`src/hdl/diff_drive_wheel_speeds_unit_macros.svh`:
```
// assertion macros shared by the wheel speed unit
`ifndef DIFF_DRIVE_WHEEL_SPEEDS_UNIT_MACROS_SVH
`define DIFF_DRIVE_WHEEL_SPEEDS_UNIT_MACROS_SVH

`ifndef SYNTHESIS
// same-cycle implication
`define DDWS_ASSERT_IMP(label, clk, rst_n, ante, cons) \
    label: assert property (@(posedge clk) disable iff (!rst_n) (ante) |-> (cons)) \
        else $error("assertion failed");
// next-cycle implication
`define DDWS_ASSERT_NXT(label, clk, rst_n, ante, cons) \
    label: assert property (@(posedge clk) disable iff (!rst_n) (ante) |=> (cons)) \
        else $error("assertion failed");
`else
`define DDWS_ASSERT_IMP(label, clk, rst_n, ante, cons)
`define DDWS_ASSERT_NXT(label, clk, rst_n, ante, cons)
`endif

`endif

```
`src/hdl/ddws_pkg.sv`:
```
package ddws_pkg;

    // configuration port
    localparam int CFG_INDEX_W = 2;
    localparam int CFG_DATA_W  = 16;

    localparam logic [CFG_INDEX_W-1:0] REG_HALF_SPACING     = 2'd0;
    localparam logic [CFG_INDEX_W-1:0] REG_INV_WHEEL_RADIUS = 2'd1;
    localparam logic [CFG_INDEX_W-1:0] REG_DEADBAND         = 2'd2;

    localparam logic [CFG_DATA_W-1:0] HALF_SPACING_RST     = 16'd0;
    localparam logic [CFG_DATA_W-1:0] INV_WHEEL_RADIUS_RST = 16'd2560;
    localparam logic [CFG_DATA_W-1:0] DEADBAND_RST         = 16'd7;

    // yaw source codes
    localparam logic [1:0] YAW_SRC_TURN_RATE = 2'd0;
    localparam logic [1:0] YAW_SRC_ATAN2     = 2'd1;
    localparam logic [1:0] YAW_SRC_ZERO      = 2'd2;

    // cordic
    localparam int CORDIC_ITERATIONS_DEF = 16;
    localparam int ATAN_ENTRIES          = 24;
    localparam int CX_W                  = 35;
    localparam int ANG_W                 = 20;
    localparam logic signed [ANG_W-1:0] HALF_PI_Q16 = 20'sd102944;

    localparam logic [15:0] ATAN_Q16 [ATAN_ENTRIES] = '{
        16'd51472, 16'd30385, 16'd16055, 16'd8150, 16'd4091, 16'd2047, 16'd1024, 16'd512,
        16'd256, 16'd128, 16'd64, 16'd32, 16'd16, 16'd8, 16'd4, 16'd2,
        16'd1, 16'd0, 16'd0, 16'd0, 16'd0, 16'd0, 16'd0, 16'd0
    };

    // command queue
    localparam int QUEUE_DEPTH = 4;

    typedef struct packed {
        logic signed [23:0] linear_x;
        logic signed [23:0] linear_y;
        logic signed [23:0] angular_z;
    } in_word_t;

    typedef struct packed {
        logic signed [31:0] right_wheel_speed;
        logic signed [31:0] left_wheel_speed;
        logic [1:0]         yaw_source;
    } out_word_t;

    typedef struct packed {
        in_word_t   cmd;
        logic [1:0] src;
    } q_entry_t;

    typedef struct packed {
        logic                    valid;
        logic [1:0]              src;
        logic signed [23:0]      linear_x;
        logic signed [23:0]      angular_z;
        logic signed [CX_W-1:0]  cx;
        logic signed [CX_W-1:0]  cy;
        logic signed [ANG_W-1:0] ang;
    } cordic_stage_t;

endpackage

```
`src/hdl/ddws_wheel.sv`:
```
module ddws_wheel (
    input  logic                    aclk,
    input  logic                    aresetn,
    input  ddws_pkg::cordic_stage_t in_stage,
    input  logic [15:0]             half_spacing,
    input  logic [15:0]             inv_wheel_radius,
    output logic                    adv,
    output logic                    m_valid,
    input  logic                    m_ready,
    output ddws_pkg::out_word_t     m_data
);

    // stage 1: yaw select and spacing product
    logic               v1_reg;
    logic [1:0]         src1_reg;
    logic signed [23:0] x1_reg;
    logic signed [40:0] prod1_reg;
    logic signed [23:0] yaw;
    logic signed [40:0] prod_next;

    // stage 2: side sums
    logic               v2_reg;
    logic [1:0]         src2_reg;
    logic signed [41:0] sr2_reg;
    logic signed [41:0] sl2_reg;
    logic signed [41:0] x_q;

    // stage 3: radius scaling
    logic               v3_reg;
    logic [1:0]         src3_reg;
    logic signed [58:0] wr3_reg;
    logic signed [58:0] wl3_reg;
    logic signed [16:0] inv_s;

    // output register
    logic                m_valid_reg;
    ddws_pkg::out_word_t m_data_reg;
    logic signed [58:0]  wr_rnd;
    logic signed [58:0]  wl_rnd;
    logic signed [34:0]  r_sh;
    logic signed [34:0]  l_sh;
    logic signed [31:0]  r_sat;
    logic signed [31:0]  l_sat;

    assign adv     = !m_valid_reg || m_ready;
    assign m_valid = m_valid_reg;
    assign m_data  = m_data_reg;

    // yaw by source
    always_comb begin
        unique case (in_stage.src)
            ddws_pkg::YAW_SRC_TURN_RATE: yaw = in_stage.angular_z;
            ddws_pkg::YAW_SRC_ATAN2:     yaw = 24'(in_stage.ang);
            default:                     yaw = '0;
        endcase
        prod_next = signed'({1'b0, half_spacing}) * yaw;
    end

    always_comb begin
        x_q   = {{2{x1_reg[23]}}, x1_reg, 16'b0};
        inv_s = signed'({1'b0, inv_wheel_radius});
    end

    // round to q16.16 and saturate
    always_comb begin
        wr_rnd = wr3_reg + 59'sd8388608;
        wl_rnd = wl3_reg + 59'sd8388608;
        r_sh   = wr_rnd[58:24];
        l_sh   = wl_rnd[58:24];
        if (r_sh[34:31] != {4{r_sh[34]}}) begin
            r_sat = r_sh[34] ? 32'sh8000_0000 : 32'sh7fff_ffff;
        end else begin
            r_sat = r_sh[31:0];
        end
        if (l_sh[34:31] != {4{l_sh[34]}}) begin
            l_sat = l_sh[34] ? 32'sh8000_0000 : 32'sh7fff_ffff;
        end else begin
            l_sat = l_sh[31:0];
        end
    end

    always_ff @(posedge aclk) begin
        if (!aresetn) begin
            v1_reg      <= 1'b0;
            v2_reg      <= 1'b0;
            v3_reg      <= 1'b0;
            m_valid_reg <= 1'b0;
        end else if (adv) begin
            v1_reg      <= in_stage.valid;
            v2_reg      <= v1_reg;
            v3_reg      <= v2_reg;
            m_valid_reg <= v3_reg;
        end
        if (adv) begin
            src1_reg  <= in_stage.src;
            x1_reg    <= in_stage.linear_x;
            prod1_reg <= prod_next;
            src2_reg  <= src1_reg;
            sr2_reg   <= x_q + 42'(prod1_reg);
            sl2_reg   <= x_q - 42'(prod1_reg);
            src3_reg  <= src2_reg;
            wr3_reg   <= sr2_reg * inv_s;
            wl3_reg   <= sl2_reg * inv_s;
            m_data_reg.right_wheel_speed <= r_sat;
            m_data_reg.left_wheel_speed  <= l_sat;
            m_data_reg.yaw_source        <= src3_reg;
        end
    end

endmodule

```
`config.mk`:
```
export PLATFORM = sky130hd
export DESIGN_NAME = ddws_wheel
export DESIGN_NICKNAME = d
export VERILOG_FILES = /design/src/hdl/diff_drive_wheel_speeds_unit_macros.svh /design/src/hdl/ddws_pkg.sv /design/src/hdl/ddws_wheel.sv
export SDC_FILE = /design/constraint.sdc
export NUM_CORES = 2
export LEC_CHECK = 0
export BUFFER_PORTS_ARGS = -buffer_cell sky130_fd_sc_hd__buf_2
export CORE_MARGIN = 2
export CORE_UTILIZATION = 70
export CTS_CLUSTER_DIAMETER = 80
export DETAILED_ROUTE_END_ITERATION = 16
export PLACE_DENSITY = 0.85
export SYNTH_ARGS = -nofsm -noshare
export SYNTH_HDL_FRONTEND = slang
export SYNTH_SLANG_ARGS = --single-unit
```
`constraint.sdc`:
```
create_clock -name aclk -period 40.1 [get_ports aclk]
set_input_delay 8.02 -clock aclk [delete_from_list [all_inputs] [get_ports aclk]]
set_output_delay 8.02 -clock aclk [all_outputs]
set_load 0.05 [all_outputs]
```
**Yosys cells after proc, flatten, opt, wreduce, memory -nomap -nowiden**

Cells that the tools add are included.

- Add/sub/neg operators: 4
- Multipliers: 3
- Divide/modulo/power cells: 0
- $lt $le $gt $ge: 0
- Equality and inequality tests: 3
- Shifts and indexed selects: 0
- Mux-type cells: 5
- Bitwise logic cells: 0
- Reductions and logical operators: 3

Operators by type and width:

| operator | number |
|---|---|
| 32-bit two-way mux | 4 |
| 59-bit by 25-bit adder with 59-bit output, second input constant | 2 |
| 42-bit by 17-bit multiplier with 59-bit output | 2 |
| 24-bit case mux with 2 select lines | 1 |
| 40-bit by 41-bit adder with 42-bit output | 1 |
| 40-bit by 41-bit subtractor with 42-bit output | 1 |
| 17-bit by 24-bit multiplier with 41-bit output | 1 |
| 3-bit != test | 2 |
| 2-bit by 1-bit equality test with 1-bit output, second input constant | 1 |
| 2-bit zero test | 1 |
| 1-bit zero test | 1 |
| 1-bit logical OR | 1 |

- Flip-flop bits (word level): 343
- Bits in latches: 0
- RAM bits: 0
- ROM bits: 0
- Logic and storage cells: 34
- Memories: 0

**Depth between registers and ports, before layout**

- Depth in word-level cells: 3
- Depth in mapped cells: 29

**Worst setup path after synthesis**

Ideal clock, no wire load.

- Path kind: input -> output
- Start point: input m_ready
- End point: output adv
- Arrival time: 16.537 ns
- Required time: 32.080 ns
- Slack: 15.543 ns
- Stages: 2
- Path buffers: 1
- Path through: nand2b_1 > clkbuf_1

- Cells in the longest elaborated chain, start to end: 1

RTL lines:

| element | RTL line | text |
|---|---|---|
| start, declared | ddws_wheel.sv:9 | `input logic m_ready,` |
| 1-bit logical OR | ddws_wheel.sv:45 | `assign adv = !m_valid_reg \|\| m_ready;` |
| end, declared | ddws_wheel.sv:7 | `output logic adv,` |

Every way passes these cells.

**Worst setup path after layout**

Ends and elaborated chain as after synthesis.

==> metrics.txt <==
run status completed; Tot GR Track Use between 30% and 40%; Syn Area/Cell 9.27 µm²; CP cell instances buf_2 -> nand2b_4 -> buf_2; CTS max path bufs 3; TNS Setup 0 ps; Nets about 9900; CP Class input pin to primary output; Slew HR 17.5%; Hold Fails Final Rpt 0; Startpoint Class input pin; H-Tree Depth 2; max reg flops between 60 and 70; First-pass DRT Iterations 6; Async SR Flop Fraction 0%; initial antenna violation count 4; Total Routed Length 172000 µm; Die Ht around 320 µm; Hold Crit Class flop to flop; Synth Cell Area between 70000 and 80000 µm²; Final Cycle Share 42.1%; CORE AREA between 100000 and 150000 µm²; WP data required about 32000 ps; crit path time final 16870 ps; Final WS setup between 20000 and 25000 ps; clk_lat worst skew a little under 600 ps; Slowest-stage cell, CP nand2b_4; Synth Register Bits 296; Yosys cell types 74; Synth-to-Final Area Change 4.11%; Reg-to-Reg Start sr2_reg[20]$_DFFE_PP_; Placer Congestion ~0.95; max_cap viols 0; max incr delay on CP 380 ps; CTS tree built; Initial Util just over 70%; Critical R2R Capture wr3_reg[52]$_DFFE_PP_; port bufs 173; CP delay by family, top buffers and inverters; Worst-Margin Slew 1240 ps; CTS Buf Count 35; Fmax 59.3 MHz; setup slack, reg-to-reg 32090 ps; via count 52437; Via density 5.79; Post-DP HPWL between 100000 and 150000 µm; I/O pin total 244; Synth Warn # 0; Max Slew Vio Count 0; Sink Count 296; pin count of the biggest net entering global routing about 160; pre-CTS setup slack 23220 ps; Most Frequent Cell on Critical Path buf_2; Die Width 324 µm; Final Setup Violations 0; CP max FO 17; GR Overflow Total 0; EDFF count, synth ~300; Fin Hold WS 415 ps; register area share after synthesis about 12%; Clock transition at path regs around 60 ps; CTS root buf clkbuf_16; syn_nets 9961; vias in the first global route around 57000; CTS Hold Bufs 0; layout cell share with drive strength beyond 1 under 10%; site row count ~120; Clock Skew between 30 and 40 ps; first-pass GRT wire length 284000 µm; die area around 100000 µm²; critical path depth in cells 3; crit path buf inv count 2; R2R cell count 23; WL per Instance around 19 µm; Layout Utilization around three quarters; top_reg_cell synth edfxtp_1; unrepaired setup endpoints after global routing no; crit path to adv; Post-Syn Instances around 7700; CP Launch Point m_ready; CP endpoint kind primary output; post-CTS setup buffer count 0; DRC 0; filler instances a little under 7000; number of gates resized after cts 0; Initial DRC Count approximately 4400; WP data arrival slightly below 9000 ps; post-route ant nets 0
-- area by class of cell --
type / instances / area [µm²] / area share [%]
clock buffers: 39 / 891 / 1.19
repair buffers: 227 / 1290 / 1.73
clock inverters: 23 / 260 / 0.349
multi-input cells: 5070 / 54000 / 72.3
well taps: 1368 / 1710 / 2.29
inverters: 2037 / 7650 / 10.2
flip-flops and latches: 296 / 8850 / 11.9
diodes: 1 / 2.50 / 0.00335
-- worst min-delay path by stage --
| stage | cells after the start | endpoint | slack (ps) | from |
|---|---|---|---|---|
| global placement | 0 | m_data[0]$_DFFE_PP_ | 410 | src3_reg[0]$_DFFE_PP_ |
| detailed placement | 0 | src2_reg[0]$_DFFE_PP_ | 410 | src1_reg[0]$_DFFE_PP_ |
| CTS | 0 | src3_reg[0]$_DFFE_PP_ | 420 | src2_reg[0]$_DFFE_PP_ |
| finish | 0 | src3_reg[0]$_DFFE_PP_ | 410 | src2_reg[0]$_DFFE_PP_ |
| floorplan | 0 | m_data[0]$_DFFE_PP_ | 400 | src3_reg[0]$_DFFE_PP_ |
| global route | 0 | src3_reg[0]$_DFFE_PP_ | 420 | src2_reg[0]$_DFFE_PP_ |
-- cell families after synthesis --
kind of cell / count (synthesis) / share of synthesized area [%]
muxes: 23 / 0.321
xor gates and xnor gates: 238 / 2.91
adders and majority gates: 2056 / 53.0
and+or+nand+nor: 2217 / 14.3
buffers and inverters: 2363 / 12.4
AOI/OAI and AO/OA: 536 / 4.74
DFF: 296 / 12.3
-- synth_stat cells, drive strengths merged (4+ instances only) --
cell type / n / area share [%]
a2111oi: 9 / 0.11
a211o: 10 / 0.12
a211oi: 15 / 0.16
a21boi: 10 / 0.10
a21o: 61 / 0.64
a21oi: 150 / 1.1
a31oi: 23 / 0.20
a41oi: 5 / 0.061
and2: 541 / 4.7
and3: 28 / 0.24
and4: 13 / 0.16
buf: 5 / 0.028
clkbuf: 321 / 1.7
dfxtp: 4 / 0.11
edfxtp: 292 / 12
fa: 1632 / 46
ha: 424 / 7.4
inv: 2036 / 11
mux2i: 23 / 0.32
nand2: 1260 / 6.6
nand2b: 21 / 0.18
nand3: 48 / 0.34
nand4: 30 / 0.26
nor2: 160 / 0.84
nor2b: 34 / 0.30
nor3: 38 / 0.27
nor3b: 4 / 0.042
nor4: 14 / 0.12
o211ai: 11 / 0.12
o21a: 27 / 0.28
o21ai: 133 / 0.93
o21bai: 27 / 0.28
o31a: 5 / 0.061
o31ai: 16 / 0.17
o41ai: 5 / 0.072
or2: 5 / 0.044
or3: 9 / 0.079
or4: 6 / 0.073
xnor2: 160 / 2.0
xor2: 78 / 0.95
-- per-stage QoR --
stage,area [µm²],cells
2_1_floorplan,71700,7729
3_3_place_gp,73500,8998
3_5_place_dp,73500,8998
4_1_cts,74600,9060
5_1_grt,74600,9060
6_report,74600,9061
-- layout by cell type (no fill, tap or decap), types with 14 or more instances in the layout --
master     instances
mux2i_1           23
nand4_1           30
buf_4             56
buf_2            170
nor4_1            14
o21ai_0           54
and3_1            28
nor2_1           159
clkbuf_16         35
fa_1            1632
edfxtp_1         292
nor2b_1           34
a211oi_1          15
nor3_1            38
o21a_1            27
o21bai_1          27
a21o_1            61
inv_1           2033
o21ai_1           78
xnor2_1          160
nand2b_1          20
nand3_1           48
nand2_1         1260
o31ai_1           16
xor2_1            78
a21oi_1          149
a31oi_1           23
and2_1           541
ha_1             424
-- routing by layer --
| metal | routed length, µm | track usage, % | vias to the layer above |
|---|---|---|---|
| met5 | 45 | 0 | - |
| met4 | 9760 | 17.1 | 6 |
| met3 | 19000 | 5.96 | 670 |
| met2 | 82600 | 57.2 | 3083 |
| met1 | 60600 | 44.3 | 26192 |
| li1 | - | - | 22486 |
Power is left out: the tool's default activity adds up to more than one toggle a clock period on the data nets, which glitch-free logic cannot reach.
