--- src/hdl/diff_drive_wheel_speeds_unit_macros.svh ---
// assertion macros shared by the wheel speed unit
`ifndef DIFF_DRIVE_WHEEL_SPEEDS_UNIT_MACROS_SVH
`define DIFF_DRIVE_WHEEL_SPEEDS_UNIT_MACROS_SVH

`ifndef SYNTHESIS
// same-cycle implication
`define DDWS_ASSERT_IMP(label, clk, rst_n, ante, cons) \
    label: assert property (@(posedge clk) disable iff (!rst_n) (ante) |-> (cons)) \
        else $error("assertion failed");
// next-cycle implication
`define DDWS_ASSERT_NXT(label, clk, rst_n, ante, cons) \
    label: assert property (@(posedge clk) disable iff (!rst_n) (ante) |=> (cons)) \
        else $error("assertion failed");
`else
`define DDWS_ASSERT_IMP(label, clk, rst_n, ante, cons)
`define DDWS_ASSERT_NXT(label, clk, rst_n, ante, cons)
`endif

`endif

--- src/hdl/ddws_pkg.sv ---
package ddws_pkg;

    // configuration port
    localparam int CFG_INDEX_W = 2;
    localparam int CFG_DATA_W  = 16;

    localparam logic [CFG_INDEX_W-1:0] REG_HALF_SPACING     = 2'd0;
    localparam logic [CFG_INDEX_W-1:0] REG_INV_WHEEL_RADIUS = 2'd1;
    localparam logic [CFG_INDEX_W-1:0] REG_DEADBAND         = 2'd2;

    localparam logic [CFG_DATA_W-1:0] HALF_SPACING_RST     = 16'd0;
    localparam logic [CFG_DATA_W-1:0] INV_WHEEL_RADIUS_RST = 16'd2560;
    localparam logic [CFG_DATA_W-1:0] DEADBAND_RST         = 16'd7;

    // yaw source codes
    localparam logic [1:0] YAW_SRC_TURN_RATE = 2'd0;
    localparam logic [1:0] YAW_SRC_ATAN2     = 2'd1;
    localparam logic [1:0] YAW_SRC_ZERO      = 2'd2;

    // cordic
    localparam int CORDIC_ITERATIONS_DEF = 16;
    localparam int ATAN_ENTRIES          = 24;
    localparam int CX_W                  = 35;
    localparam int ANG_W                 = 20;
    localparam logic signed [ANG_W-1:0] HALF_PI_Q16 = 20'sd102944;

    localparam logic [15:0] ATAN_Q16 [ATAN_ENTRIES] = '{
        16'd51472, 16'd30385, 16'd16055, 16'd8150, 16'd4091, 16'd2047, 16'd1024, 16'd512,
        16'd256, 16'd128, 16'd64, 16'd32, 16'd16, 16'd8, 16'd4, 16'd2,
        16'd1, 16'd0, 16'd0, 16'd0, 16'd0, 16'd0, 16'd0, 16'd0
    };

    // command queue
    localparam int QUEUE_DEPTH = 4;

    typedef struct packed {
        logic signed [23:0] linear_x;
        logic signed [23:0] linear_y;
        logic signed [23:0] angular_z;
    } in_word_t;

    typedef struct packed {
        logic signed [31:0] right_wheel_speed;
        logic signed [31:0] left_wheel_speed;
        logic [1:0]         yaw_source;
    } out_word_t;

    typedef struct packed {
        in_word_t   cmd;
        logic [1:0] src;
    } q_entry_t;

    typedef struct packed {
        logic                    valid;
        logic [1:0]              src;
        logic signed [23:0]      linear_x;
        logic signed [23:0]      angular_z;
        logic signed [CX_W-1:0]  cx;
        logic signed [CX_W-1:0]  cy;
        logic signed [ANG_W-1:0] ang;
    } cordic_stage_t;

endpackage

--- src/hdl/ddws_front.sv ---
module ddws_front (
    input  logic                aclk,
    input  logic                aresetn,
    input  logic                s_valid,
    output logic                s_ready,
    input  ddws_pkg::in_word_t  s_data,
    input  logic [15:0]         deadband,
    output logic                push_valid,
    input  logic                push_ready,
    output ddws_pkg::q_entry_t  push_entry
);

    logic               hold_valid_reg;
    ddws_pkg::q_entry_t hold_reg;
    ddws_pkg::q_entry_t hold_next;
    logic signed [24:0] db;
    logic               z_out;
    logic               y_out;
    logic signed [24:0] z_ext;
    logic signed [24:0] y_ext;

    // deadband tests
    always_comb begin
        db    = signed'({9'b0, deadband});
        z_ext = 25'(s_data.angular_z);
        y_ext = 25'(s_data.linear_y);
        z_out = (z_ext > db) || (z_ext < -db);
        y_out = (y_ext > db) || (y_ext < -db);
    end

    // pick the yaw path
    always_comb begin
        hold_next.cmd = s_data;
        priority if (z_out) begin
            hold_next.src = ddws_pkg::YAW_SRC_TURN_RATE;
        end else if (y_out) begin
            hold_next.src = ddws_pkg::YAW_SRC_ATAN2;
        end else begin
            hold_next.src = ddws_pkg::YAW_SRC_ZERO;
        end
    end

    assign s_ready    = !hold_valid_reg || push_ready;
    assign push_valid = hold_valid_reg;
    assign push_entry = hold_reg;

    // holding register ahead of the queue
    always_ff @(posedge aclk) begin
        if (!aresetn) begin
            hold_valid_reg <= 1'b0;
        end else if (s_ready) begin
            hold_valid_reg <= s_valid;
        end
        if (s_valid && s_ready) begin
            hold_reg <= hold_next;
        end
    end

endmodule

--- config.mk ---
export PLATFORM = sky130hd
export DESIGN_NAME = ddws_front
export DESIGN_NICKNAME = d
export VERILOG_FILES = /design/src/hdl/diff_drive_wheel_speeds_unit_macros.svh /design/src/hdl/ddws_pkg.sv /design/src/hdl/ddws_front.sv
export SDC_FILE = /design/constraint.sdc
export NUM_CORES = 1
export LEC_CHECK = 0
export BUFFER_PORTS_ARGS = -buffer_cell sky130_fd_sc_hd__buf_2
export CORE_UTILIZATION = 54
export DETAILED_ROUTE_END_ITERATION = 12
export GPL_ROUTABILITY_DRIVEN = 0
export PLACE_DENSITY = 0.83
export SLEW_MARGIN = 20
export SYNTH_ARGS = -nofsm -noshare
export SYNTH_HDL_FRONTEND = slang
export SYNTH_SLANG_ARGS = --single-unit
--- constraint.sdc ---
create_clock -name aclk -period 13 [get_ports aclk]
set_clock_uncertainty 0.2 [all_clocks]
set_input_delay 2.6 -clock aclk [delete_from_list [all_inputs] [get_ports aclk]]
set_output_delay 2.6 -clock aclk [all_outputs]
set_load 0.005 [all_outputs]
[Yosys cells after proc, flatten, opt, wreduce, memory -nomap -nowiden]
Cells that the tools add are included.
Storage, ports and cells
  flip-flop bits (word level): 75
  input port bits: 92
  output and inout port bits: 76
Cells by class
  add/sub/neg operators: 1
  order comparisons: 4
  multiplexer cells: 1
  reductions and logical operators: 5
Operator list (number)
  less-than comparator 24 x 25 -> 1 bit: 2
  greater-than comparator 24 x 17 -> 1 bit: 2
  negator 16 -> 25 bit: 1
  logical OR 1 bit: 3
  2-to-1 mux 2 bit: 1
  logical AND 1 bit: 1
  zero test 1 bit: 1

[Logic depth before layout (Yosys ltp)]
  word-level depth: 4
  depth in mapped cells: 15

[Least setup slack after synthesis]
OpenSTA, ideal clock, no wires.
  kind: input to register
  from: input deadband[4]
  to: register hold_reg (netlist bit push_entry[1]), data pin
  setup time: 0.256 ns
  arrival time: 5.950 ns
  data required time: 12.544 ns
  slack: 6.594 ns
  stages on the path: 13
  cell sequence: or3_1 > buf_2 > or3_1 > or4_1 > nor4_1 > ha_1 > nand3_1 > nor3_1 > nand4_1 > a2111oi_1 > o21bai_1 > o311ai_2 > and4b_1
Between the ends
  longest elaborated chain between the ends: 4
  elaborated cells between the ends (all ways): 8
RTL lines
  from (decl): RTL line ddws_front.sv:7  | input logic [15:0] deadband,
  negator 16 -> 25 bit: RTL line ddws_front.sv:27, ddws_front.sv:28
  less-than comparator 24 x 25 -> 1 bit: RTL line ddws_front.sv:28  | y_out = (y_ext > db) || (y_ext < -db);
  logical OR 1 bit: RTL line ddws_front.sv:28
  2-to-1 mux 2 bit: RTL line ddws_front.sv:36  | end else if (y_out) begin
  to (signal assigned): RTL line ddws_front.sv:55  | hold_reg <= hold_next;
  to (decl): RTL line ddws_front.sv:14  | ddws_pkg::q_entry_t hold_reg;
Several ways; a longest one is shown, not always the timed one.
A chain may end at the register's enable or synchronous reset.

[Worst setup path after layout]
Ends and elaborated chain as after synthesis.

==> qor.csv <==
stage;metric;value;unit
clocking;clock tree from TritonCTS;yes;
clocking;maximum buffer depth of the clock tree;2;
routing;routed length per instance;17.56;µm
finish;multi-input combinational cell area;2205;µm²
pwr;Clock Power Share;0.383;
logic_synthesis;synthesized area per cell;12.68;µm²
floorplanning;ports placed on the boundary;168;
pwr;sequential power share;0.458;
timing;Post-Route Setup TNS;0;ns
logic_synthesis;Distinct cells, synth;50;
setup_path;family of cells with the greatest summed delay on the critical path;simple AND/OR/NAND/NOR gates;
setup_path;WS Path Type;in -> reg;
worst_hold_path;class of the worst hold path;reg -> reg;
finish;layout-stage area growth over the synthesis result;26.73;%
global_routing;all-layer global routing usage;0.2541;
clocking;total of hold buffers inserted after clock tree synthesis;0;
logic_synthesis;sequential share of the synthesized area;0.4938;
setup_path;CP required;12.91;ns
pwr;Pleak;2.586;nW
setup_path;cell chain of the critical path;buf_2 -> or3_1 -> or3_1 -> or4_1 -> nor4_1 -> ha_1 -> nand3_1 -> nor3_1 -> nand4_1 -> a2111oi_1 -> o21bai_1 -> o311ai_2 -> and4b_1;
global_routing;number of global-route vias before repair;3511;
logic_synthesis;primary flip-flop cell chosen by synthesis mapping;sky130_fd_sc_hd__edfxtp_1;
pwr;internal power summed over all cells;0.4747;mW
timing;fin. max-slew vios;0;
finish;final layout net count;700;
outcome;result of the run;completed;
floorplanning;Die H;93.70;µm
finish;number of filler cells placed in the layout;600;
setup_path;delay contributed by the slowest stage of the critical path;0.64;ns
timing;Max transition margin;0.3678;
global_routing;global-route wire length before repair;16820;µm
finish;area taken by flip-flops and latches;2242;µm²
clocking;number of levels the H-tree was split into;3;
setup_path;maximum fanout along the worst path;8;
global_routing;overflow left after global routing;0;
logic_synthesis;number of enable flip-flop cells after synthesis;74;
clocking;post-CTS setup buffer count;0;
timing;transition time at the pin with the least slew margin;0.9483;ns
timing;count of final hold-check violations;0;
pwr;maximum vdd drop;0.07050;mV
clocking;clock-pin slew on the worst setup and hold paths;0.09;ns
finish;layout cell share with drive strength beyond 1;0.3582;
floorplanning;Total Die Area;8780;µm²
setup_path;Most common cell on crit path;sky130_fd_sc_hd__or3_1;
routing;count of antenna-violating nets left after detailed routing;0;
timing;Finish-stage setup viols;0;
setup_path;type of destination of the critical path;flop;
routing;vias after detailed routing;3753;
routing;Via-to-Cell Ratio;5.855;
clocking;CTS buffer count;9;
logic_synthesis;post-synthesis sequential element count;75;
routing;Starting DRT DRC Count;232;
floorplanning;starting utilization of the core area;0.5554;
global_routing;antenna violations before repair;0;
setup_path;startpoint types;primary input;
clocking;count of cells resized by post-cts repair;0;
logic_synthesis;synthesized instance count;358;
clocking;insertion delay to the later sink of the worst-skew pair;0.34;ns
finish;number of antenna repair diodes;0;
routing;count of unresolved DRC violations after routing;0;
setup_path;worst path bufs/invs;1;
pwr;Comb pwr share;0.160;
pwr;post-layout total power;0.6238;mW
global_routing;maximum number of pins on one net before global-route repair;75;
timing;setup repair after global routing missed its margin;false;
pwr;Switching Fraction;0.2390;
floorplanning;standard cell core area;8175;µm²
clocking;CTS root buffer;sky130_fd_sc_hd__clkbuf_8;
place;number of I/O port buffers;167;
setup_path;Critical Path Slowest Stage Cell;sky130_fd_sc_hd__nor4_1;
floorplanning;cell row count;33;
logic_synthesis;Post-Syn Nets;527;
job;max cap viols;0;
timing;minimum clock period after layout;6.811;ns
logic_synthesis;Async S/R FF share, synth;0;
timing;Peak Freq;0.1468;GHz
pwr;Power Dens Cells;108.4;nW/µm²
floorplanning;horizontal die dimension;93.70;µm
timing;post-route fraction of the period consumed by the critical path;0.5239;
routing;number of search-and-repair iterations in the first detailed-routing pass;5;
clocking;clock sink count;75;
setup_path;WP data arrival;6.72;ns
logic_synthesis;cell area after synthesis;4541;µm²
pwr;switching component of the power;0.1491;mW
place;post-detail-place hpwl;8968;µm
routing;Total Wirelength;11250;µm
logic_synthesis;number of warnings printed during yosys synthesis;0;
## synth_stat cells, types with 4 or more instances
cell type                   instances  area (µm²)
sky130_fd_sc_hd__ha_1              77       963.4
sky130_fd_sc_hd__nor2_1            12       45.04
sky130_fd_sc_hd__a2111oi_0          5       43.79
sky130_fd_sc_hd__nor2b_1            6       37.54
sky130_fd_sc_hd__nor4_1            14       87.58
sky130_fd_sc_hd__a21o_1             4       30.03
sky130_fd_sc_hd__inv_1             20       75.07
sky130_fd_sc_hd__a211oi_1           5       37.54
sky130_fd_sc_hd__or3_1              7       43.79
sky130_fd_sc_hd__nand2_1           11       41.29
sky130_fd_sc_hd__nand4_1            8       50.05
sky130_fd_sc_hd__o21ai_1            9       45.04
sky130_fd_sc_hd__o211ai_1           5       37.54
sky130_fd_sc_hd__o21ai_0            8       40.04
sky130_fd_sc_hd__xnor2_1           11       96.34
sky130_fd_sc_hd__nand2b_1           5       31.28
sky130_fd_sc_hd__nand3_1            6       30.03
sky130_fd_sc_hd__a21oi_1           10       50.05
sky130_fd_sc_hd__edfxtp_1          74        2222
sky130_fd_sc_hd__o21a_1             5       37.54
sky130_fd_sc_hd__nor3_1             9       45.04
## stage by stage
stage                     utilization  instances  hold slack, ns  area (µm²)  setup WS, ns
final                          0.7039        641          0.3736        5754         6.189
after global routing           0.7039        641          0.4043        5754         5.859
after CTS                      0.7039        641          0.3775        5754         6.257
after detailed placement       0.6714        625          0.3648        5489         5.860
after global placement         0.6714        625          0.3094        5489         6.152
after floorplan                     -        358          0.3366        4541         6.594
## area by class of cell
type                            count  share of cell area
Clock inverter                      6             0.02392
Tap cell                          105             0.02283
Timing Repair Buffer              167              0.1452
Multi-Input combinational cell    258              0.3831
Inverter                           20             0.01305
Sequential cell                    75              0.3896
Clock buffer                       10             0.02218
## worst paths after layout
kind / from / to / slack, ns / depth (start not counted)
setup / recovery: deadband[4] / push_entry[1]$_SDFFCE_PP0P_ / 6.19 / 13
hold / removal: push_valid$_SDFFE_PN0N_ / push_valid$_SDFFE_PN0N_ / 0.37 / 2
setup reg to reg: push_valid$_SDFFE_PN0N_ / push_entry[55]$_DFFE_PP_ / 11.18 / 2
hold reg to reg: push_valid$_SDFFE_PN0N_ / push_valid$_SDFFE_PN0N_ / 0.37 / 2
## cells in the final DEF, fill, tap and decap left out, types with 6 or more instances in the layout
cell type,count
sky130_fd_sc_hd__inv_1,20
sky130_fd_sc_hd__nand4_1,8
sky130_fd_sc_hd__nor2b_1,6
sky130_fd_sc_hd__ha_1,77
sky130_fd_sc_hd__o21ai_0,8
sky130_fd_sc_hd__buf_2,167
sky130_fd_sc_hd__nor3_1,9
sky130_fd_sc_hd__nand3_1,6
sky130_fd_sc_hd__clkbuf_8,9
sky130_fd_sc_hd__nor4_1,14
sky130_fd_sc_hd__edfxtp_1,74
sky130_fd_sc_hd__o21ai_1,9
sky130_fd_sc_hd__or3_1,7
sky130_fd_sc_hd__nor2_1,12
sky130_fd_sc_hd__a21oi_1,10
sky130_fd_sc_hd__xnor2_1,11
sky130_fd_sc_hd__nand2_1,11
## power groups by stage
stage	clock (mW)	combinational, mW	sequential, mW
2_1_floorplan	0	0.0476	0.294
3_3_place_gp	0	0.0940	0.290
3_5_place_dp	0	0.0983	0.291
4_1_cts	0.241	0.0994	0.286
5_1_grt	0.250	0.111	0.287
6_report	0.239	0.0997	0.285
## flip-flops by register name, summed over array words and instances (netlist names)
register and flops:
push_entry 74, push_valid 1
## cell families (layout without fill, tap and decap cells)
group / after synthesis / in the layout / synth area share
compound gates: 75 / 75 / 0.1201
xor+xnor: 14 / 14 / 0.03307
simple gates: 91 / 91 / 0.1171
flops: 75 / 75 / 0.4938
buf+inv: 25 / 203 / 0.02122
fa+ha+maj: 78 / 78 / 0.2147
## routing by layer
metal	global-route usage	vias up	share of wire
met5	0	-	0
met4	0.09487	0	0.030
met3	0.05421	31	0.077
met2	0.4276	173	0.48
met1	0.3202	1770	0.41
li1	-	1779	-
## tightest hold or removal path, delay by kind of cell (launching register included)
family,cells,cell delay (ns)
AND/OR/NAND/NOR,1,0.11
flip-flops,1,0.31
AO/OA/AOI/OAI,1,0.11
(Power assumes the default switching activity.)
