[config.mk]
export PLATFORM = sky130hd
export DESIGN_NAME = ddws_queue
export DESIGN_NICKNAME = d
export VERILOG_FILES = /design/src/hdl/ddws_pkg.sv /design/src/hdl/ddws_queue.sv
export VERILOG_INCLUDE_DIRS = /design/src /design/src/hdl
export SDC_FILE = /design/constraint.sdc
export NUM_CORES = 1
export LEC_CHECK = 0
export ABC_AREA = 1
export ABC_CLOCK_PERIOD_IN_PS = 7800
export BUFFER_PORTS_ARGS = -buffer_cell sky130_fd_sc_hd__buf_4
export CAP_MARGIN = 20
export CORE_MARGIN = 4
export CORE_UTILIZATION = 61
export CTS_CLUSTER_SIZE = 24
export DETAILED_ROUTE_END_ITERATION = 7
export PLACE_DENSITY = 0.84
export SKIP_LAST_GASP = 1
export SYNTH_ARGS = -nofsm -noshare
export SYNTH_HDL_FRONTEND = slang
export SYNTH_SLANG_ARGS = --single-unit
export TNS_END_PERCENT = 30
[constraint.sdc]
create_clock -name aclk -period 7.8 [get_ports aclk]
set_input_delay 0.78 -clock aclk [delete_from_list [all_inputs] [get_ports aclk]]
set_output_delay 0.78 -clock aclk [all_outputs]
set_load 0.01 [all_outputs]
[src/hdl/diff_drive_wheel_speeds_unit_macros.svh]
// assertion macros shared by the wheel speed unit
`ifndef DIFF_DRIVE_WHEEL_SPEEDS_UNIT_MACROS_SVH
`define DIFF_DRIVE_WHEEL_SPEEDS_UNIT_MACROS_SVH

`ifndef SYNTHESIS
// same-cycle implication
`define DDWS_ASSERT_IMP(label, clk, rst_n, ante, cons) \
    label: assert property (@(posedge clk) disable iff (!rst_n) (ante) |-> (cons)) \
        else $error("assertion failed");
// next-cycle implication
`define DDWS_ASSERT_NXT(label, clk, rst_n, ante, cons) \
    label: assert property (@(posedge clk) disable iff (!rst_n) (ante) |=> (cons)) \
        else $error("assertion failed");
`else
`define DDWS_ASSERT_IMP(label, clk, rst_n, ante, cons)
`define DDWS_ASSERT_NXT(label, clk, rst_n, ante, cons)
`endif

`endif

[src/hdl/ddws_pkg.sv]
package ddws_pkg;

    // configuration port
    localparam int CFG_INDEX_W = 2;
    localparam int CFG_DATA_W  = 16;

    localparam logic [CFG_INDEX_W-1:0] REG_HALF_SPACING     = 2'd0;
    localparam logic [CFG_INDEX_W-1:0] REG_INV_WHEEL_RADIUS = 2'd1;
    localparam logic [CFG_INDEX_W-1:0] REG_DEADBAND         = 2'd2;

    localparam logic [CFG_DATA_W-1:0] HALF_SPACING_RST     = 16'd0;
    localparam logic [CFG_DATA_W-1:0] INV_WHEEL_RADIUS_RST = 16'd2560;
    localparam logic [CFG_DATA_W-1:0] DEADBAND_RST         = 16'd7;

    // yaw source codes
    localparam logic [1:0] YAW_SRC_TURN_RATE = 2'd0;
    localparam logic [1:0] YAW_SRC_ATAN2     = 2'd1;
    localparam logic [1:0] YAW_SRC_ZERO      = 2'd2;

    // cordic
    localparam int CORDIC_ITERATIONS_DEF = 16;
    localparam int ATAN_ENTRIES          = 24;
    localparam int CX_W                  = 35;
    localparam int ANG_W                 = 20;
    localparam logic signed [ANG_W-1:0] HALF_PI_Q16 = 20'sd102944;

    localparam logic [15:0] ATAN_Q16 [ATAN_ENTRIES] = '{
        16'd51472, 16'd30385, 16'd16055, 16'd8150, 16'd4091, 16'd2047, 16'd1024, 16'd512,
        16'd256, 16'd128, 16'd64, 16'd32, 16'd16, 16'd8, 16'd4, 16'd2,
        16'd1, 16'd0, 16'd0, 16'd0, 16'd0, 16'd0, 16'd0, 16'd0
    };

    // command queue
    localparam int QUEUE_DEPTH = 4;

    typedef struct packed {
        logic signed [23:0] linear_x;
        logic signed [23:0] linear_y;
        logic signed [23:0] angular_z;
    } in_word_t;

    typedef struct packed {
        logic signed [31:0] right_wheel_speed;
        logic signed [31:0] left_wheel_speed;
        logic [1:0]         yaw_source;
    } out_word_t;

    typedef struct packed {
        in_word_t   cmd;
        logic [1:0] src;
    } q_entry_t;

    typedef struct packed {
        logic                    valid;
        logic [1:0]              src;
        logic signed [23:0]      linear_x;
        logic signed [23:0]      angular_z;
        logic signed [CX_W-1:0]  cx;
        logic signed [CX_W-1:0]  cy;
        logic signed [ANG_W-1:0] ang;
    } cordic_stage_t;

endpackage

[src/hdl/ddws_queue.sv]
`include "diff_drive_wheel_speeds_unit_macros.svh"

module ddws_queue (
    input  logic                aclk,
    input  logic                aresetn,
    input  logic                push_valid,
    output logic                push_ready,
    input  ddws_pkg::q_entry_t  push_entry,
    output logic                pop_valid,
    input  logic                pop_req,
    output ddws_pkg::q_entry_t  pop_entry
);

    localparam int DEPTH   = ddws_pkg::QUEUE_DEPTH;
    localparam int PTR_W   = $clog2(DEPTH);
    localparam int COUNT_W = $clog2(DEPTH + 1);

    ddws_pkg::q_entry_t mem_reg [DEPTH];
    logic [PTR_W-1:0]   wr_ptr_reg;
    logic [PTR_W-1:0]   rd_ptr_reg;
    logic [COUNT_W-1:0] count_reg;
    logic [COUNT_W-1:0] count_next;
    logic               push_fire;
    logic               pop_fire;

    assign push_ready = (count_reg != COUNT_W'(DEPTH));
    assign pop_valid  = (count_reg != '0);
    assign push_fire  = push_valid && push_ready;
    assign pop_fire   = pop_req && pop_valid;
    assign pop_entry  = mem_reg[rd_ptr_reg];

    // occupancy
    always_comb begin
        count_next = count_reg;
        if (push_fire && !pop_fire) begin
            count_next = count_reg + 1'b1;
        end else if (pop_fire && !push_fire) begin
            count_next = count_reg - 1'b1;
        end
    end

    // pointers and storage
    always_ff @(posedge aclk) begin
        if (!aresetn) begin
            wr_ptr_reg <= '0;
            rd_ptr_reg <= '0;
            count_reg  <= '0;
        end else begin
            count_reg <= count_next;
            if (push_fire) begin
                wr_ptr_reg <= (wr_ptr_reg == PTR_W'(DEPTH - 1)) ? '0 : wr_ptr_reg + 1'b1;
            end
            if (pop_fire) begin
                rd_ptr_reg <= (rd_ptr_reg == PTR_W'(DEPTH - 1)) ? '0 : rd_ptr_reg + 1'b1;
            end
        end
        if (push_fire) begin
            mem_reg[wr_ptr_reg] <= push_entry;
        end
    end

    `DDWS_ASSERT_IMP(a_count_bound, aclk, aresetn, 1'b1, count_reg <= COUNT_W'(DEPTH))
    `DDWS_ASSERT_NXT(a_push_only_grows, aclk, aresetn, push_fire && !pop_fire, count_reg == $past(count_reg) + 1'b1)
    `DDWS_ASSERT_NXT(a_pop_only_shrinks, aclk, aresetn, pop_fire && !push_fire, count_reg == $past(count_reg) - 1'b1)

endmodule

* After elaboration in Yosys (flattened, before gate mapping)
Memory sizes are Yosys's and may differ from the RTL's. A register that Yosys moved wholly into a read port is not among the register bits. Cells that the tools add are included.
Cells by class: equality and inequality tests 3, reduce and logical (&&, ||, !) cells 8, add/subtract/negate cells 4, muxes and demuxes 8
Operator list (count):
- $mux 2 | 4
- $mux 3 | 2
- $add 2x1->2 const B | 2
- $eq 2x2->1 const B | 2
- $logic_and 1x1->1 | 4
- $add 3x1->3 const B | 1
- $ne 3x3->1 const B | 1
- $reduce_bool 3->1 | 1
- $sub 3x1->3 const B | 1
- $logic_not 1->1 | 2
- $mux 1 | 2
- $reduce_bool 2->1 | 1
Storage, ports and cells: input bits 78, flip-flop bits (word level) 7, bits in writable memories 296, memories 1, output and inout port bits 76, word-level logic and storage cells 27
Memory list:
- mem_reg | depth 4, bits a word 74, read ports 1, clocked after memory_dff 1, wr ports 1, RTL line ddws_queue.sv:18 | ddws_pkg::q_entry_t mem_reg [DEPTH];

* Longest topological paths before layout
Gate-level depths: netlist (run 1).
word-level depth 6, gate-level depth with buffers 13, depth with buffers taken out 13

* Worst setup path before layout (run 1)
Ideal clock, no wire load.
path type input to register, start in push_valid, end mem mem_reg[0][0] (netlist name), enable pin, path slack 3306 ps, setup time 507 ps, path buffers 0, required time 7293 ps, arrival time 3987 ps, stages on the path 2, cell sequence nand2_1 > nor2_1
On the way: longest elaborated chain between the ends 3
Ends and longest elaborated chain:
- start, declared | RTL line ddws_queue.sv:6 | input logic push_valid,
- $logic_and 1x1->1 | RTL line ddws_queue.sv:28 | assign push_fire = push_valid && push_ready;
- $mux 1 | RTL line ddws_queue.sv:57 | if (push_fire) begin
- $mux 1 (not written as such) | RTL line ddws_queue.sv:58 | mem_reg[wr_ptr_reg] <= push_entry;
- end, declared | RTL line ddws_queue.sv:18
Every way passes these cells.

==> results of run 1 <==
[cells by family (layout without fill, tap and decap cells)]
logic type / Yosys count / count (layout) / share of synthesized area (%)
flip-flops: 305 / 305 / 79.16
AO/OA/AOI/OAI: 227 / 227 / 10.73
AND/OR/NAND/NOR: 182 / 182 / 6.040
buffers and inverters: 65 / 233 / 3.244
adder cells (fa/ha/maj): 7 / 7 / 0.8300
[cell usage after synthesis (all sizes together)]
| library cell | n | area share, % |
|---|---|---|
| a21oi | 3 | 0.13 |
| edfxtp | 296 | 78 |
| ha | 6 | 0.66 |
| nand4 | 1 | 0.055 |
| fa | 1 | 0.17 |
| inv | 17 | 0.58 |
| nand2 | 15 | 0.49 |
| o22ai | 74 | 4.0 |
| clkbuf | 22 | 0.74 |
| buf | 26 | 1.9 |
| o21ai | 150 | 6.6 |
| dfxtp | 9 | 1.6 |
| nand3 | 2 | 0.087 |
| nand3b | 1 | 0.066 |
| nor2 | 163 | 5.3 |
[stage by stage]
stage / hold slack [ns] / std cells / util [%] / setup WS, ns / total power, µW
2_1_floorplan: 0.4801 / 786 / - / 3.306 / 2852
3_3_place_gp: 0.4937 / 1128 / 69.64 / 4.629 / 3372
3_5_place_dp: 0.5133 / 1128 / 69.64 / 4.585 / 3410
4_1_cts: 0.4183 / 1182 / 75.15 / 3.970 / 4855
5_1_grt: 0.4201 / 1183 / 75.30 / 3.776 / 5045
6_report: 0.4405 / 1183 / 75.30 / 3.991 / 4823
[metal layers]
layer	GRT usage (%)	wire length (µm)	vias to the layer above	part of all wire, %
li1	-	-	3234	-
met1	28.57	9361	3490	40
met2	38.03	12100	254	51
met3	4.085	1662	40	7.0
met4	6.413	560	0	2.4
met5	0	0	-	0
[how the worst max path moves through the flow]
stage	endpoint	start	cells after the start	slack, ns
after floorplan	mem_reg[0][0]	push_valid	2	3.31
after global placement	pop_entry[65]	register	5	4.63
after detailed placement	pop_entry[35]	register	5	4.59
after CTS	pop_entry[68]	register	5	3.97
after global routing	pop_entry[68]	register	5	3.78
final	pop_entry[68]	register	5	3.99
[critical path, cell delays in order, from the launching register on]
cell	delay [ns]
dfxtp_4	0.51
inv_4	0.53
buf_4	0.80
o21ai_0	0.22
o22ai_1	0.24
buf_4	0.17
[area by class of cell]
cell class	count	share of cell area, %
clock buffers	38	5.831
clock inverters	16	1.487
inverters	17	0.4836
multi-input cells	416	14.92
flip-flops and latches	305	66.17
well taps	229	2.090
repair buffers	162	9.015
[power by group]
group / total, µW / switching, µW / internal [µW]
logic: 1310 / 801 / 506
clock network: 1450 / 562 / 884
registers: 2070 / 69.5 / 2000
[layout by cell type, fill, tap and decap left out, types with 2 or more instances in the layout]
cell type	netlist	layout
edfxtp_1	296	296
buf_4	6	161
nor2_1	163	159
o21ai_0	96	96
o22ai_1	74	74
o21ai_1	54	54
clkbuf_16	0	29
nand2_1	15	15
inv_1	16	15
dfxtp_1	9	7
ha_1	6	6
clkinv_2	0	6
clkbuf_1	20	5
bufinv_16	0	5
nor2_4	0	4
clkbuf_8	0	4
clkinv_1	0	4
a21oi_1	3	3
nand3_1	2	2
==> results.cfg, run 1 <==
[cells_and_area]
final_nets = 1016
largest_register_ffs = 296
synthToLayoutAreaGrowth_pct = 19.69
drive_gt1_share_pct = 22.54
multi_input_area_mm2 = 0.002046
antenna_cells = 0
seq_area_mm2 = 0.009074
nFillCells = 1069
postLayoutCellArea_mm2 = 0.01371

[clock_tree]
ctsHoldBuffers = 0
htreeDepth = 1
cts-buffers-inserted = 29
cts-root-buf = clkbuf_16
cts_tree = yes
clock_latency_ns = 0.54
clkSinkCount = 305
post_cts_buffers = 0
cts_buffer_depth = 3
clkTransAtPathRegs_ns = 0.06
cts_resized = 0

[sta]
finalMaxSlewViolations = 0
finalCritPeriodShare_pct = 48.84
max_freq_ghz = 0.2625
tns_ns = 0
relSlewSlack_pct = 24.07
setup-violations-final = 0
hold_viol = 0
worst_slew_pin_slew_ns = 1.139
period_minus_slack_ns = 3.809
finClkSkew_ns = 0.01715
rsz0062_at_grt = false

[route]
vias = 7018
drtIter0Drc = 521
dr.pass1.iters = 5
drc = 0
wire_per_inst_um = 20.02
viasPerCell = 5.932
ant_nets = 0
wirelength_um = 23690

[logic_synthesis]
yosys_register_bits = 305
syn-instance-count = 786
ys_warn_count = 0
netlist_area_mm2 = 0.01146
synth_fp_nets = 871
syn_avg_cell_area_um2 = 14.58
yosysUniqueCellTypes = 20
synth_seq_area_share_pct = 79.16

[floorplanning]
dieArea_mm2 = 0.02104
fp-row-count = 49
io_pins = 154
die_height_um = 145.0
fp.coreArea_mm2 = 0.01821
die_w_um = 145.0
start_util_pct = 62.91

[setup_path]
critical_path_required_ns = 7.02
reg2reg_setup_slack_ns = 5.40
worst-setup-path-type = reg2out
r2r-end = mem_reg[2][45]
critPathLaunchType = register
crit_arrival_ns = 3.03
crit_path_end_kind = output port
reg2reg_depth = 5
rr_startpoint = count_reg[0]
critPathMaxFanout = 84

[hold_path]
whs_endpoint = mem_reg[2][32]
hold_depth = 1
hp-start = push_entry[32]
hold_class = in2reg

[global_routing]
grt_max_degree = 95
grt_pass1_vias = 7108
grt_usage_pct = 21.86
grt_pass1_wl_um = 37490
overflow = 0
antenna_found_initial = 0

[pwr]
p_per_area_mw_per_mm2 = 351.7
leakage_uw = 0.004861
ir_worst_vdd_mv = 0.2582

[job]
maxCapViolations = 0

[placed_design]
gp_congestion = 0.7553
placedInstanceArea_mm2 = 0.01268
hpwl_um = 13010
port_buffers = 153

[status]
outcome = completed
Power figures use the tool's default switching activity.
==> run 2, diff against run 1 <==
- ABC_CLOCK_PERIOD_IN_PS: 7800 -> 3600
- CORE_UTILIZATION: 61 -> 57
- PLACE_DENSITY: 0.84 -> 0.79
- clock period: 7.8 -> 3.6 ns (I/O delays scaled with it)
==> results.cfg, run 2 (synthesis results as in run 1) <==
[floorplanning]
start_util_pct = 58.48
fp-row-count = 51
io_pins = 154
die_w_um = 149.8
fp.coreArea_mm2 = 0.01959
dieArea_mm2 = 0.02243
die_height_um = 149.8

[setup_path]
reg2reg_setup_slack_ns = 1.35
critical_path_required_ns = 3.24
reg2reg_depth = 5
r2r-end = mem_reg[0][32]
crit_arrival_ns = 2.46
critPathLaunchType = register
crit_path_end_kind = output port
cp-endpoint = pop_entry[57]
critPathMaxFanout = 56
worst-setup-path-type = reg2out
rr_startpoint = count_reg[1]

[sta]
tns_ns = 0
worst_slew_pin_slew_ns = 0.7312
hold_viol = 0
finalMaxSlewViolations = 0
finClkSkew_ns = 0.006967
rsz0062_at_grt = false
finalCritPeriodShare_pct = 78.21
period_minus_slack_ns = 2.815
setup-violations-final = 0
max_freq_ghz = 0.3552
relSlewSlack_pct = 51.25

[cells_and_area]
final_nets = 1044
synthToLayoutAreaGrowth_pct = 22.96
final_common_cell = edfxtp_1
largest_register_ffs = 296
fin_util_pct = 71.90
drive_gt1_share_pct = 22.28
layout_common_cells = edfxtp_1, buf_4, nor2_1, o21ai_0, o22ai_1
instances_no_fill = 1249

[route]
wire_per_inst_um = 18.98
ant_nets = 0
vias = 6990
drc = 0
drtIter0Drc = 422
dr.pass1.iters = 5
wirelength_um = 23700
viasPerCell = 5.596

[hold_path]
hold_class = in2reg

[global_routing]
grt_pass1_vias = 6880
grt_pass1_wl_um = 36870
grt_busiest_layer = met2
antenna_found_initial = 1
use_met3_pct = 3.483
met1_usage_pct = 28.85
met2_usage_pct = 35.66
grt_usage_pct = 21.02
grt_max_degree = 149
overflow = 0

[clock_tree]
cts_tree = yes
cts-root-buf = clkbuf_16
clock_latency_ns = 0.54
cts_buffer_depth = 3
clkTransAtPathRegs_ns = 0.06
cts-buffers-inserted = 30
clkSinkCount = 305
htreeDepth = 1

[job]
maxCapViolations = 0

[placed_design]
hpwl_um = 13210
post-place-cells = 1169
port_buffers = 153
gp_congestion = 0.6892

[pwr]
p_per_area_mw_per_mm2 = 751.0
leakage_uw = 0.004993
ir_worst_vdd_mv = 0.5584

[status]
outcome = completed
==> run 2: cell type report <==
cell class	instances	area, µm²
clock inverter	17	221.5
clock buffer	39	805.8
tap	265	331.6
sequential	305	9074
antenna	1	2.502
fill	1234	5504
timing repair buffer	189	1539
multi-input combinational	416	2046
inverter	17	66.31
==> run 2: worst min path at each step <==
stage | startpoint | endpoint | slack, ns | cells after the start
final | push_entry[46] | mem_reg[3][46] | 0.02 | 1
after global routing | push_entry[64] | mem_reg[3][64] | 0.002 | 1
after CTS | push_entry[13] | mem_reg[3][13] | 0.0002 | 1
after detailed placement | count_reg[0] | count_reg[0] | 0.51 | 2
after global placement | count_reg[0] | count_reg[0] | 0.50 | 2
after floorplan | push_entry[0] | mem_reg[0][0] | 0.46 | 0
==> run 2: power breakdown <==
part,internal [µW],total [µW],switching (µW)
logic,1160,2930,1770
clock network,1940,3190,1250
registers,4330,4450,126
total,7430,10600,3150
==> run 2: timing repair <==
action	in CTS	in global routing
hold buffers	22	1
gates resized for setup	0	0
hold endpoints to repair	76	1
setup buffers	0	0
==> run 2: worst max-delay path, cell delays in order, from the launching register on <==
cell	delay [ns]
dfxtp_2	0.61
buf_4	0.58
o21ai_0	0.23
o22ai_1	0.30
buf_4	0.18
==> run 2: stage by stage <==
| stage | instance area, µm² | hold slack [ns] | worst slack (ns) | power, µW |
|---|---|---|---|---|
| 2_1_floorplan | 11460 | 0.4589 | -0.7543 | 6179 |
| 3_3_place_gp | 12830 | 0.4975 | 1.393 | 7363 |
| 3_5_place_dp | 12830 | 0.5074 | 1.308 | 7452 |
| 4_1_cts | 14070 | 0.0002349 | 0.7376 | 10670 |
| 5_1_grt | 14090 | 0.001693 | 0.6348 | 11120 |
| 6_report | 14090 | 0.02101 | 0.7846 | 10580 |
==> run 2: routing by layer <==
layer / vias to the layer above / wire (µm)
met5: - / 0
met4: 0 / 410
met3: 39 / 1616
met2: 250 / 12090
met1: 3413 / 9588
li1: 3288 / -
==> run 3, diff against run 2 <==
- ABC_CLOCK_PERIOD_IN_PS: 3600 -> 2400
- CORE_UTILIZATION: 57 -> 51
- PLACE_DENSITY: 0.79 -> 0.75
- clock period: 3.6 -> 2.4 ns (I/O delays scaled with it)
==> results.cfg, run 3 (synthesis results as in run 1) <==
[status]
outcome = completed

[pwr]
leakage_uw = 0.005193
power_frac_seq_pct = 42.9
p_comb_share_pct = 30.4
internal_power_uw = 10740
power_frac_clock_pct = 26.7
p_per_area_mw_per_mm2 = 1063
ir_worst_vdd_mv = 0.8566
switchingPower_uw = 4758
p_sw_share_pct = 30.69

[sta]
hold-worst-slack_ns = 0.02507
period_minus_slack_ns = 2.280
worst_slew_pin_slew_ns = 0.4724
max_freq_ghz = 0.4387
setup-violations-final = 0
relSlewSlack_pct = 68.46
finalMaxSlewViolations = 0
hold_viol = 0
finalCritPeriodShare_pct = 94.98
rsz0062_at_grt = false
finClkSkew_ns = 0.01082

[hold_path]
whs_endpoint = wr_ptr_reg[0]
hold_class = in2reg
hp-start = push_valid
hold_depth = 3

[floorplanning]
start_util_pct = 52.17
io_pins = 154
dieArea_mm2 = 0.02492
fp-row-count = 54
die_w_um = 157.9
die_height_um = 157.9
fp.coreArea_mm2 = 0.02196

[setup_path]
r2r-end = count_reg[2]
crit_path_end_kind = output port
rr_startpoint = count_reg[1]
path_cells = inv_4, buf_4, nor2_1, o22ai_1, buf_4
slowest_delay_ns = 0.37
critPathLaunchType = register
reg2reg_depth = 12
critPathMaxFanout = 33
crit_arrival_ns = 2.04
slowest_stage = dfxtp_4
critical_path_required_ns = 2.16
worst-setup-path-type = reg2out
reg2reg_setup_slack_ns = 0.57
cp_common_cell = buf_4

[clock_tree]
cts_buffer_depth = 3
clkTransAtPathRegs_ns = 0.06
cts-root-buf = clkbuf_16
clock_latency_ns = 0.53
cts_tree = yes
htreeDepth = 1
clkSinkCount = 305
cts-buffers-inserted = 29
post_cts_buffers = 0

[route]
wire_per_inst_um = 19.21
ant_nets = 0
drtIter0Drc = 541
wirelength_um = 25340
viasPerCell = 5.495
drc = 0
vias = 7248
dr.pass1.iters = 4

[cells_and_area]
largest_register_ffs = 296
layout_common_cells = edfxtp_1, buf_4, nor2_1, o21ai_0, dlygate4sd3_1
final_nets = 1102
fin_util_pct = 66.43
synthToLayoutAreaGrowth_pct = 27.34
instances_no_fill = 1319
final_common_cell = edfxtp_1
drive_gt1_share_pct = 20.91

[placed_design]
port_buffers = 153
gp_congestion = 0.7701
hpwl_um = 13370
post-place-cells = 1189

[global_routing]
overflow = 0
grt_pass1_vias = 7100
grt_pass1_wl_um = 37690
grt_max_degree = 149
grt_usage_pct = 19.24
antenna_found_initial = 0

[job]
maxCapViolations = 0
## run 3: changes by cell type in the layout (fill, tap and decap cells not counted), moves of 2 or more
cell	change
dlygate4sd3_1	+53
clkinv_1	+2
clkbuf_1	+2
clkinvlp_4	-2
buf_12	+3
bufinv_16	-4
## run 3: metal layers
| metal | track usage (%) | vias to the layer above | part of all wire, % |
|---|---|---|---|
| met5 | 0 | - | 0 |
| met4 | 4.342 | 0 | 1.5 |
| met3 | 3.581 | 27 | 6.6 |
| met2 | 32.93 | 247 | 50 |
| met1 | 25.97 | 3570 | 42 |
| li1 | - | 3404 | - |
## run 3: how the worst max path moves through the flow
stage	startpoint	end	slack, ns	depth (start not counted)
2_1_floorplan	count_reg[1]	mem_reg[0][0]	-0.76	4
3_3_place_gp	count_reg[1]	count_reg[2]	0.63	13
3_5_place_dp	count_reg[1]	count_reg[1]	0.59	9
4_1_cts	register	pop_entry[1]	0.09	4
5_1_grt	register	pop_entry[62]	0.01	5
6_report	register	pop_entry[53]	0.12	5
## run 3: critical path, delay by kind of cell, from the launching register on
kind | cells | cell delay (ns)
buffers and inverters | 3 | 0.82
and+or+nand+nor | 1 | 0.07
AOI/OAI and AO/OA | 1 | 0.25
DFF | 1 | 0.37
## run 3: layout make-up
type,instances,area (µm²)
Sequential cell,305,9074
Clock inverter,12,82.58
Clock buffer,40,777.0
Multi-Input combinational cell,416,2046
Fill cell,1424,7371
Tap cell,280,350.3
Timing Repair Buffer,248,2190
Inverter,17,66.31
Antenna cell,1,2.502
## run 3: stage by stage
step                total power [µW]  area, µm²  TNS (ns)  setup WS [ns]
floorplan                       9244      11470   -224.85        -0.7596
global placement               11200      12930         0         0.6289
detailed placement             11290      12930         0         0.5918
CTS                            15510      14550         0        0.09099
global route                   16280      14590         0        0.01406
finish                         15500      14590         0         0.1204
## run 3: what timing repair did
item,4_1_cts,5_1_grt
gates resized for setup,0,1
endpoints found under the hold margin,301,0
hold buffers,76,0
endpoints found under the setup margin,0,4
## run 3: power by group through the flow
stage	sequential (µW)	combinational (µW)	clock (µW)
2_1_floorplan	6740	2500	0
3_3_place_gp	6730	4470	0
3_5_place_dp	6750	4540	0
4_1_cts	6640	4670	4200
5_1_grt	6690	5150	4440
6_report	6640	4720	4140
